==> config.mk <==
export PLATFORM = sky130hd
export DESIGN_NAME = orientation_detector_with_debounce_flat
export DESIGN_NICKNAME = d
export VERILOG_FILES = /design/src/rtl/odwd_pkg.sv /design/src/rtl/odwd_in_if.sv /design/src/rtl/odwd_out_if.sv /design/src/rtl/odwd_classify.sv /design/src/rtl/odwd_debounce.sv /design/src/rtl/orientation_detector_with_debounce.sv /design/src/flat_wrapper.sv
export SDC_FILE = /design/constraint.sdc
export NUM_CORES = 1
export LEC_CHECK = 0
export ABC_AREA = 1
export BUFFER_PORTS_ARGS = -buffer_cell sky130_fd_sc_hd__buf_2
export CAP_MARGIN = 20
export CORE_ASPECT_RATIO = 1.25
export CORE_MARGIN = 5
export CORE_UTILIZATION = 40
export DETAILED_ROUTE_END_ITERATION = 12
export GPL_TIMING_DRIVEN = 0
export PLACE_DENSITY_LB_ADDON = 0.2
export RECOVER_POWER = 100
export SLEW_MARGIN = 25
export SYNTH_ARGS = -nofsm -noshare
export SYNTH_HDL_FRONTEND = slang
export SYNTH_SLANG_ARGS = --single-unit
==> constraint.sdc <==
create_clock -name clk -period 4.6 [get_ports clk]
set_input_delay 0.46 -clock clk [delete_from_list [all_inputs] [get_ports clk]]
set_output_delay 0.46 -clock clk [all_outputs]
set_load 0.02 [all_outputs]
==> src/rtl/odwd_pkg.sv <==
// ----------------------------------------------------------------------------
// odwd_pkg - orientation detector shared types and constants
// Class codes, configuration register indexes and field widths.
// ----------------------------------------------------------------------------
package odwd_pkg;

  localparam int ACCEL_W     = 16;
  localparam int TILT_W      = 15;
  localparam int COUNT_CFG_W = 8;
  localparam int CLS_W       = 3;
  localparam int NUM_CLASSES = 7;
  localparam int CFG_IDX_W   = 2;
  localparam int CFG_DATA_W  = 15;

  typedef enum logic [CLS_W-1:0] {
    CLS_NONE,
    CLS_UPRIGHT,
    CLS_UPSIDE_DOWN,
    CLS_ROT_CW,
    CLS_ROT_CCW,
    CLS_FACE_UP,
    CLS_FACE_DOWN
  } class_t;

  typedef enum logic [CFG_IDX_W-1:0] {
    CFG_TILT_LOW,
    CFG_TILT_HIGH,
    CFG_COUNT_THR,
    CFG_COUNT_HYS
  } cfg_idx_t;

  typedef struct packed {
    logic [TILT_W-1:0]      tilt_low;
    logic [TILT_W-1:0]      tilt_high;
    logic [COUNT_CFG_W-1:0] count_thr;
    logic [COUNT_CFG_W-1:0] count_hys;
  } cfg_t;

endpackage

==> src/rtl/odwd_in_if.sv <==
// ----------------------------------------------------------------------------
// odwd_in_if - accelerometer sample channel
// Valid/ready channel carrying one three-axis sample per request.
// ----------------------------------------------------------------------------
interface odwd_in_if;
  import odwd_pkg::*;

  logic                      valid;
  logic                      ready;
  logic signed [ACCEL_W-1:0] accel_x;
  logic signed [ACCEL_W-1:0] accel_y;
  logic signed [ACCEL_W-1:0] accel_z;

  modport source (output valid, output accel_x, output accel_y, output accel_z, input ready);
  modport sink   (input valid, input accel_x, input accel_y, input accel_z, output ready);
endinterface

==> src/rtl/odwd_out_if.sv <==
// ----------------------------------------------------------------------------
// odwd_out_if - orientation result channel
// Valid/ready channel carrying one orientation code per request.
// ----------------------------------------------------------------------------
interface odwd_out_if;
  import odwd_pkg::*;

  logic             valid;
  logic             ready;
  logic [CLS_W-1:0] new_orientation;

  modport source (output valid, output new_orientation, input ready);
  modport sink   (input valid, input new_orientation, output ready);
endinterface

==> src/rtl/odwd_classify.sv <==
// ----------------------------------------------------------------------------
// odwd_classify - six-way orientation classifier
// Compares axis magnitudes and signs against the tilt thresholds.
// ----------------------------------------------------------------------------
module odwd_classify (
  input  logic signed [odwd_pkg::ACCEL_W-1:0] accel_x,
  input  logic signed [odwd_pkg::ACCEL_W-1:0] accel_y,
  input  logic signed [odwd_pkg::ACCEL_W-1:0] accel_z,
  input  logic [odwd_pkg::TILT_W-1:0]         tilt_low,
  input  logic [odwd_pkg::TILT_W-1:0]         tilt_high,
  output odwd_pkg::class_t                    cand
);
  import odwd_pkg::*;

  logic [ACCEL_W-1:0]        mag_x, mag_y, mag_z;
  logic [ACCEL_W-1:0]        lo_ext;
  logic signed [ACCEL_W:0]   hi_pos, hi_neg;
  logic signed [ACCEL_W:0]   sx, sy, sz;

  // magnitude of -32768 is 32768, still fits unsigned 16 bits
  assign mag_x  = accel_x[ACCEL_W-1] ? (~accel_x + 1'b1) : accel_x;
  assign mag_y  = accel_y[ACCEL_W-1] ? (~accel_y + 1'b1) : accel_y;
  assign mag_z  = accel_z[ACCEL_W-1] ? (~accel_z + 1'b1) : accel_z;
  assign lo_ext = ACCEL_W'(tilt_low);
  assign hi_pos = $signed({2'b00, tilt_high});
  assign hi_neg = -hi_pos;
  assign sx     = {accel_x[ACCEL_W-1], accel_x};
  assign sy     = {accel_y[ACCEL_W-1], accel_y};
  assign sz     = {accel_z[ACCEL_W-1], accel_z};

  always_comb begin
    cand = CLS_NONE;
    if (mag_z < lo_ext) begin
      if (mag_x < lo_ext) begin
        if (sy > hi_pos)      cand = CLS_UPRIGHT;
        else if (sy < hi_neg) cand = CLS_UPSIDE_DOWN;
      end else if (mag_y < lo_ext) begin
        if (sx > hi_pos)      cand = CLS_ROT_CW;
        else if (sx < hi_neg) cand = CLS_ROT_CCW;
      end
    end else begin
      if (sz > hi_pos)        cand = CLS_FACE_UP;
      else if (sz < hi_neg)   cand = CLS_FACE_DOWN;
    end
  end

endmodule

==> src/rtl/odwd_debounce.sv <==
// ----------------------------------------------------------------------------
// odwd_debounce - per-class debounce counters and change detection
// Updates all class counters in parallel, picks the detected class and
// reports it when it differs from the last reported orientation.
// ----------------------------------------------------------------------------
module odwd_debounce #(
  parameter int COUNTER_BITS = 8
) (
  input  logic                             clk,
  input  logic                             rst_n,
  input  logic                             step,
  input  odwd_pkg::class_t                 cand,
  input  logic [odwd_pkg::COUNT_CFG_W-1:0] count_thr,
  input  logic [odwd_pkg::COUNT_CFG_W-1:0] count_hys,
  output odwd_pkg::class_t                 result
);
  import odwd_pkg::*;

  localparam int SUM_W = COUNT_CFG_W + 1;
  localparam int CMP_W = (COUNTER_BITS > SUM_W) ? COUNTER_BITS : SUM_W;

  logic [COUNTER_BITS-1:0] cnt_r   [NUM_CLASSES];
  logic [COUNTER_BITS-1:0] cnt_nxt [NUM_CLASSES];
  class_t                  last_r, last_nxt;
  class_t                  detected;
  logic [SUM_W-1:0]        sum;
  logic [CMP_W-1:0]        sum_ext, ctr_max, limit, thr_ext;

  assign sum     = {1'b0, count_thr} + {1'b0, count_hys};
  assign sum_ext = CMP_W'(sum);
  assign ctr_max = CMP_W'({COUNTER_BITS{1'b1}});
  assign limit   = (sum_ext > ctr_max) ? ctr_max : sum_ext;
  assign thr_ext = CMP_W'(count_thr);

  always_comb begin
    detected = CLS_NONE;
    for (int i = 0; i < NUM_CLASSES; i++) begin
      cnt_nxt[i] = cnt_r[i];
      if (CLS_W'(i) == cand) begin
        if (CMP_W'(cnt_r[i]) < limit) cnt_nxt[i] = cnt_r[i] + 1'b1;
      end else if (cnt_r[i] != '0) begin
        cnt_nxt[i] = cnt_r[i] - 1'b1;
      end
      if (CMP_W'(cnt_nxt[i]) > thr_ext) detected = class_t'(CLS_W'(i));
    end
  end

  always_comb begin
    result   = CLS_NONE;
    last_nxt = last_r;
    if (detected != CLS_NONE && detected != last_r) begin
      result   = detected;
      last_nxt = detected;
    end
  end

  always_ff @(posedge clk) begin
    if (!rst_n) begin
      last_r <= CLS_NONE;
      for (int i = 0; i < NUM_CLASSES; i++) cnt_r[i] <= '0;
    end else if (step) begin
      last_r <= last_nxt;
      for (int i = 0; i < NUM_CLASSES; i++) cnt_r[i] <= cnt_nxt[i];
    end
  end

`ifndef ASSERT_OFF
  a_last_sticky: assert property (@(posedge clk) disable iff (!rst_n)
    last_r != CLS_NONE |=> last_r != CLS_NONE)
    else $error("last reported orientation fell back to unknown");

  a_report_remembered: assert property (@(posedge clk) disable iff (!rst_n)
    step && result != CLS_NONE |=> last_r == $past(result))
    else $error("reported orientation not remembered");

  a_no_repeat: assert property (@(posedge clk) disable iff (!rst_n)
    step && result != CLS_NONE |-> result != last_r)
    else $error("orientation reported twice in a row");

  a_idle_hold: assert property (@(posedge clk) disable iff (!rst_n)
    !step |=> $stable(last_r) && $stable(cnt_r[0]) && $stable(cnt_r[6]))
    else $error("debounce state changed without a sample");
`endif

endmodule

==> src/rtl/orientation_detector_with_debounce.sv <==
// ----------------------------------------------------------------------------
// orientation_detector_with_debounce - six-way orientation detector
// Classifies accelerometer samples and debounces the orientation.
// ----------------------------------------------------------------------------
// Usage:
//   in_ch  : one x/y/z sample in milli-g per request (valid/ready).
//   out_ch : one result per sample; new_orientation is 1..6 when a newly
//            detected orientation differs from the last one reported,
//            else 0.
//   cfg_*  : write enable, register index and data; write only while idle.
// Timing:
//   A sample is taken into the input register; its result is registered in
//   the output register once the output is free. One sample per cycle while
//   out_ch.ready is high; the seven counters update in one pass.
// Reset (rst_n low at a clock edge): counters and last orientation clear,
//   thresholds go to 0/0, count threshold 10, hysteresis 5.
// Stall: while out_ch.ready is low the finished result holds and one more
//   sample is taken if the input register is empty; then in_ch.ready drops.
// ----------------------------------------------------------------------------
module orientation_detector_with_debounce #(
  parameter int COUNTER_BITS = 8
) (
  input  logic                            clk,
  input  logic                            rst_n,
  odwd_in_if.sink                         in_ch,
  odwd_out_if.source                      out_ch,
  input  logic                            cfg_we,
  input  odwd_pkg::cfg_idx_t              cfg_idx,
  input  logic [odwd_pkg::CFG_DATA_W-1:0] cfg_wdata
);
  import odwd_pkg::*;

  cfg_t                      cfg_r;
  logic                      in_valid_r;
  logic signed [ACCEL_W-1:0] ax_r, ay_r, az_r;
  logic                      out_valid_r;
  class_t                    res_r;
  logic                      advance;
  logic                      step;
  class_t                    cand;
  class_t                    result;

  assign advance         = !out_valid_r || out_ch.ready;
  assign in_ch.ready     = !in_valid_r || advance;
  assign step            = in_valid_r && advance;
  assign out_ch.valid    = out_valid_r;
  assign out_ch.new_orientation = res_r;

  always_ff @(posedge clk) begin
    if (!rst_n) begin
      cfg_r.tilt_low  <= '0;
      cfg_r.tilt_high <= '0;
      cfg_r.count_thr <= COUNT_CFG_W'(10);
      cfg_r.count_hys <= COUNT_CFG_W'(5);
    end else if (cfg_we) begin
      unique case (cfg_idx)
        CFG_TILT_LOW:  cfg_r.tilt_low  <= cfg_wdata[TILT_W-1:0];
        CFG_TILT_HIGH: cfg_r.tilt_high <= cfg_wdata[TILT_W-1:0];
        CFG_COUNT_THR: cfg_r.count_thr <= cfg_wdata[COUNT_CFG_W-1:0];
        CFG_COUNT_HYS: cfg_r.count_hys <= cfg_wdata[COUNT_CFG_W-1:0];
        default: ;
      endcase
    end
  end

  always_ff @(posedge clk) begin
    if (!rst_n) begin
      in_valid_r  <= 1'b0;
      out_valid_r <= 1'b0;
    end else begin
      if (in_ch.ready) in_valid_r  <= in_ch.valid;
      if (advance)     out_valid_r <= in_valid_r;
    end
  end

  always_ff @(posedge clk) begin
    if (in_ch.ready && in_ch.valid) begin
      ax_r <= in_ch.accel_x;
      ay_r <= in_ch.accel_y;
      az_r <= in_ch.accel_z;
    end
    if (step) res_r <= result;
  end

  odwd_classify u_classify (
    .accel_x   (ax_r),
    .accel_y   (ay_r),
    .accel_z   (az_r),
    .tilt_low  (cfg_r.tilt_low),
    .tilt_high (cfg_r.tilt_high),
    .cand      (cand)
  );

  odwd_debounce #(
    .COUNTER_BITS (COUNTER_BITS)
  ) u_debounce (
    .clk       (clk),
    .rst_n     (rst_n),
    .step      (step),
    .cand      (cand),
    .count_thr (cfg_r.count_thr),
    .count_hys (cfg_r.count_hys),
    .result    (result)
  );

endmodule
==> src/flat_wrapper.sv <==
// flat-port wrapper written by rule: the top's interface ports become plain ports
module orientation_detector_with_debounce_flat import odwd_pkg::*;
#(
  parameter int COUNTER_BITS = 8
)
  (clk, rst_n, cfg_we, cfg_idx, cfg_wdata, in_ch_valid, in_ch_accel_x, in_ch_accel_y, in_ch_accel_z, in_ch_ready, out_ch_valid, out_ch_new_orientation, out_ch_ready);
  odwd_in_if in_ch_i ();
  odwd_out_if out_ch_i ();
  input  logic clk;
  input  logic rst_n;
  input  logic cfg_we;
  input  odwd_pkg::cfg_idx_t cfg_idx;
  input  logic [odwd_pkg::CFG_DATA_W-1:0] cfg_wdata;
  input wire logic [$bits(in_ch_i.valid)-1:0] in_ch_valid;
  input wire logic [$bits(in_ch_i.accel_x)-1:0] in_ch_accel_x;
  input wire logic [$bits(in_ch_i.accel_y)-1:0] in_ch_accel_y;
  input wire logic [$bits(in_ch_i.accel_z)-1:0] in_ch_accel_z;
  output wire logic [$bits(in_ch_i.ready)-1:0] in_ch_ready;
  output wire logic [$bits(out_ch_i.valid)-1:0] out_ch_valid;
  output wire logic [$bits(out_ch_i.new_orientation)-1:0] out_ch_new_orientation;
  input wire logic [$bits(out_ch_i.ready)-1:0] out_ch_ready;
  assign in_ch_i.valid = in_ch_valid;
  assign in_ch_i.accel_x = in_ch_accel_x;
  assign in_ch_i.accel_y = in_ch_accel_y;
  assign in_ch_i.accel_z = in_ch_accel_z;
  assign in_ch_ready = in_ch_i.ready;
  assign out_ch_valid = out_ch_i.valid;
  assign out_ch_new_orientation = out_ch_i.new_orientation;
  assign out_ch_i.ready = out_ch_ready;
  orientation_detector_with_debounce #(.COUNTER_BITS(COUNTER_BITS)) u_core (.clk(clk), .rst_n(rst_n), .in_ch(in_ch_i), .out_ch(out_ch_i), .cfg_we(cfg_we), .cfg_idx(cfg_idx), .cfg_wdata(cfg_wdata));
endmodule
==> metrics.md <==
| Metric | Value |
|---|---|
| CP delay by family, top | simple AND/OR/NAND/NOR gates |
| Syn nets | 2516 |
| DR vias | ~15000 |
| DRC | 0 |
| Clock root cell | clkbuf_16 |
| Critical path arrival | roughly 6.0 ns |
| Depth of the CTS H-tree | 4 |
| Clock tree buffer depth | 2 |
| Hold path startpoint | in_ch_accel_y[8] |
| Total I/O pin count | 75 |
| Post-synth EDFFs | 99 |
| Core area | 0.03824 sq mm |
| Total power | 6.829 mW |
| GRT overflow | 0 |
| Hold WC Path Type | in2reg |
| Ant diodes | 0 |
| Slew margin rel. | -18.58% |
| Layout Skew | a little over 0.01 ns |
| Crit path time final | 5.662 ns |
| Fillcell total | 3853 |
| DRT Wirelength | 47.70 mm |
| Max-cap viol count | 2 |
| Top_reg_cell synth | edfxtp_1 |
| Clk sink count | 150 |
| Die X | between 150 and 200 microns |
| CP bufs+invs | 8 |
| Antenna-violating nets left | 0 |
| Failing checks | max-capacitance violations, max-slew violations, negative setup slack |
| Cell Area, Synth | 0.01553 sq mm |
| Seq pwr share | roughly a quarter |
| CP endpoint kind | flop |
| 1st-iter DRT viols | 742 |
| Initial Util | 40.61% |
| Register area share after synthesis | 25.72% |
| Syn. warnings | 0 |
| Die Area | 0.04288 sq mm |
| Post-synth top cells | nand2_1, inv_1, ha_1 |
| Syn Inst Count | between 2000 and 2500 |
| Final Hold Fails | 0 |
| Int Pwr | approximately 3.8 mW |
| Power share of the combinational group | 52.6% |
| Final setup vio count | 7 |
| Area contributors post-synth | ha_1, edfxtp_1, nand2_1 |
| FMAX | 176.6 MHz |
| CP startpoint kind | flop |
| Crit Path Class | reg2reg |
| Cell Rows | 80 |
| Min Hold Slack | 0.1802 ns |
| Switching Power | 2.989 mW |
| Vias in the first global route | roughly 15000 |
| DIE HEIGHT | 230.3 microns |
| Max-slew violations | 65 |
| Clock insertion delay at the later pin of the skew report | roughly 0.45 ns |
| Worst path slowest cell | dfxtp_4 |
| Layout overhead on the synthesized area | 19.17% |
| Final TNS setup | -7.281 ns |
| PortBufs | 74 |
| Syn Area/Cell | between 7 and 8 sq um |
| Inserted Clock Buffers | 17 |
| Pwr dens | ~370 mW/mm^2 |
| Register area | 0.004000 sq mm |
| GRT Total Usage | 22.13% |
| Clock power frac | 22.0% |
| Gpl congestion | 0.9261 |
| First-pass GRT wire length | 74.74 mm |
| Avg WL per Cell | 16.70 microns |
| Share of cells above drive strength 1 | 14.68% |
| CTS tree | yes |
| Area of the multi-input gates | approximately 0.011 sq mm |
| Yosys cell types | between 40 and 50 |
| Vias per std cell | 5.261 |
| Unrepaired setup endpoints after global routing | true |
| Worst Tran Pin Value | 1.779 ns |
| Layout Cells excl Fill | about 2900 |
| Area leader, netlist | ha_1 |
| DR pass1 iterations | 6 |
| Sw Ratio | 43.76% |
| Leak | 9.172 nW |
| Top-area cell type share of the netlist area | 20.06% |
| Crit path largest cell delay | 0.36 ns |
| Crit Path Max Fanout | 5 |
| Dpl cells | 2764 |
| Clock transition at the registers of the reported paths | 0.07 ns |
| Dpl hpwl | 36.88 mm |
| Initial antenna violation count | 0 |
| Most frequent cell after synthesis | nand2_1 |
| Crit. Startpoint | u_core.cfg_r[16] |
| Nets | ~2700 |
| Largest net degree at the start of global routing | 36 |
| Synthesized flop and latch total | 150 |
| WP data required | 4.92 ns |
| Peak VDD IR | 272.3 uV |
| Setup slack after layout | -1.062 ns |
| Post-synth ARST share | 0% |
| Fin crit share | 123.1% |
| Status | complete, but fails checks |
| Reg-to-Reg Start | u_core.cfg_r[16] |
cells in the final DEF (no fill, tap or decap), types with 20 or more instances in the layout:
| cell | instances |
|---|---|
| a21oi_1 | 133 |
| buf_2 | 67 |
| buf_4 | 52 |
| clkbuf_1 | 36 |
| clkbuf_16 | 20 |
| dfxtp_1 | 48 |
| edfxtp_1 | 99 |
| ha_1 | 234 |
| inv_1 | 306 |
| nand2_1 | 517 |
| nand2_2 | 42 |
| nand3_1 | 157 |
| nand4_1 | 39 |
| nor2_1 | 171 |
| nor3_1 | 25 |
| o21ai_0 | 84 |
| xor2_1 | 86 |
final cells by class:
type | count | share of cell area, %
Sequential cell | 150 | 21.62
Multi-Input combinational cell | 1694 | 59.42
Timing Repair Buffer | 135 | 4.821
Tap cell | 492 | 3.327
Clock inverter | 11 | 0.5748
Buffer | 33 | 0.9196
Clock buffer | 21 | 2.779
Inverter | 320 | 6.539
power by group through the flow:
stage / logic, mW / clock network (mW) / registers, mW
floorplan: 2.19 / 0 / 1.71
global placement: 2.85 / 0 / 1.75
detailed placement: 2.94 / 0 / 1.75
CTS: 3.40 / 1.53 / 1.72
global route: 4.04 / 1.59 / 1.74
finish: 3.59 / 1.50 / 1.73
cells by family after synthesis:
kind of cell / share of synthesized area [%]
AND/OR/NAND/NOR: 28.91
buffers and inverters: 8.711
AO/OA/AOI/OAI: 10.48
adder cells (fa/ha/maj): 20.19
flip-flops: 25.72
XOR/XNOR: 5.979
worst reg2reg max path: cells and delay by family, from the launching register on:
family	cells	cell delay [ns]
DFF	1	0.36
AOI/OAI and AO/OA	1	0.21
xor gates and xnor gates	1	0.19
and+or+nand+nor	30	3.27
adders and majority gates	3	0.63
buffers and inverters	8	0.85
state kept, by name, indices dropped and copies added (netlist names):
signal	cells
u_core.u_debounce.cnt_r	48
u_core.cfg_r	46
u_core.ax_r	16
u_core.ay_r	16
u_core.az_r	16
u_core.out_ch.new_orientation	3
u_core.u_debounce.last_r	3
u_core.in_valid_r	1
u_core.out_ch.valid	1
per-layer routing:
layer,vias to the layer above,GRT usage [%],routed length (microns)
met5,-,0,0
met4,0,11.94,2695
met3,134,2.434,1425
met2,324,40.79,24870
met1,7006,24.39,18700
li1,7560,-,-
repair_timing:
item / 4_1_cts / 5_1_grt
gates resized for setup: 121 / 49
hold buffers: 0 / 0
gates cloned: 3 / 0
pin swaps: 37 / 35
setup endpoints to repair: 46 / 7
setup buffers: 52 / 6
path summary, 6_finish.rpt:
| path | to | slack [ns] | depth (start not counted) |
|---|---|---|---|
| worst max register to register | u_core.u_debounce.last_r[1] | -1.06 | 43 |
| worst min-delay path | u_core.ay_r[8] | 0.18 | 1 |
| worst max-delay path | u_core.u_debounce.last_r[1] | -1.06 | 43 |
| worst min register to register | u_core.u_debounce.last_r[2] | 0.48 | 2 |
through the flow:
step / setup WS, ns / cell area [sq um] / utilization [%]
6_report: -1.062 / 18500 / 48.39
5_1_grt: -1.402 / 18500 / 48.39
4_1_cts: -0.9138 / 18300 / 47.87
3_5_place_dp: -1.812 / 16620 / 43.47
3_3_place_gp: -1.824 / 16570 / 43.34
2_1_floorplan: -0.2306 / 15580 / -
No activity file was read; power rests on OpenSTA's default activity.
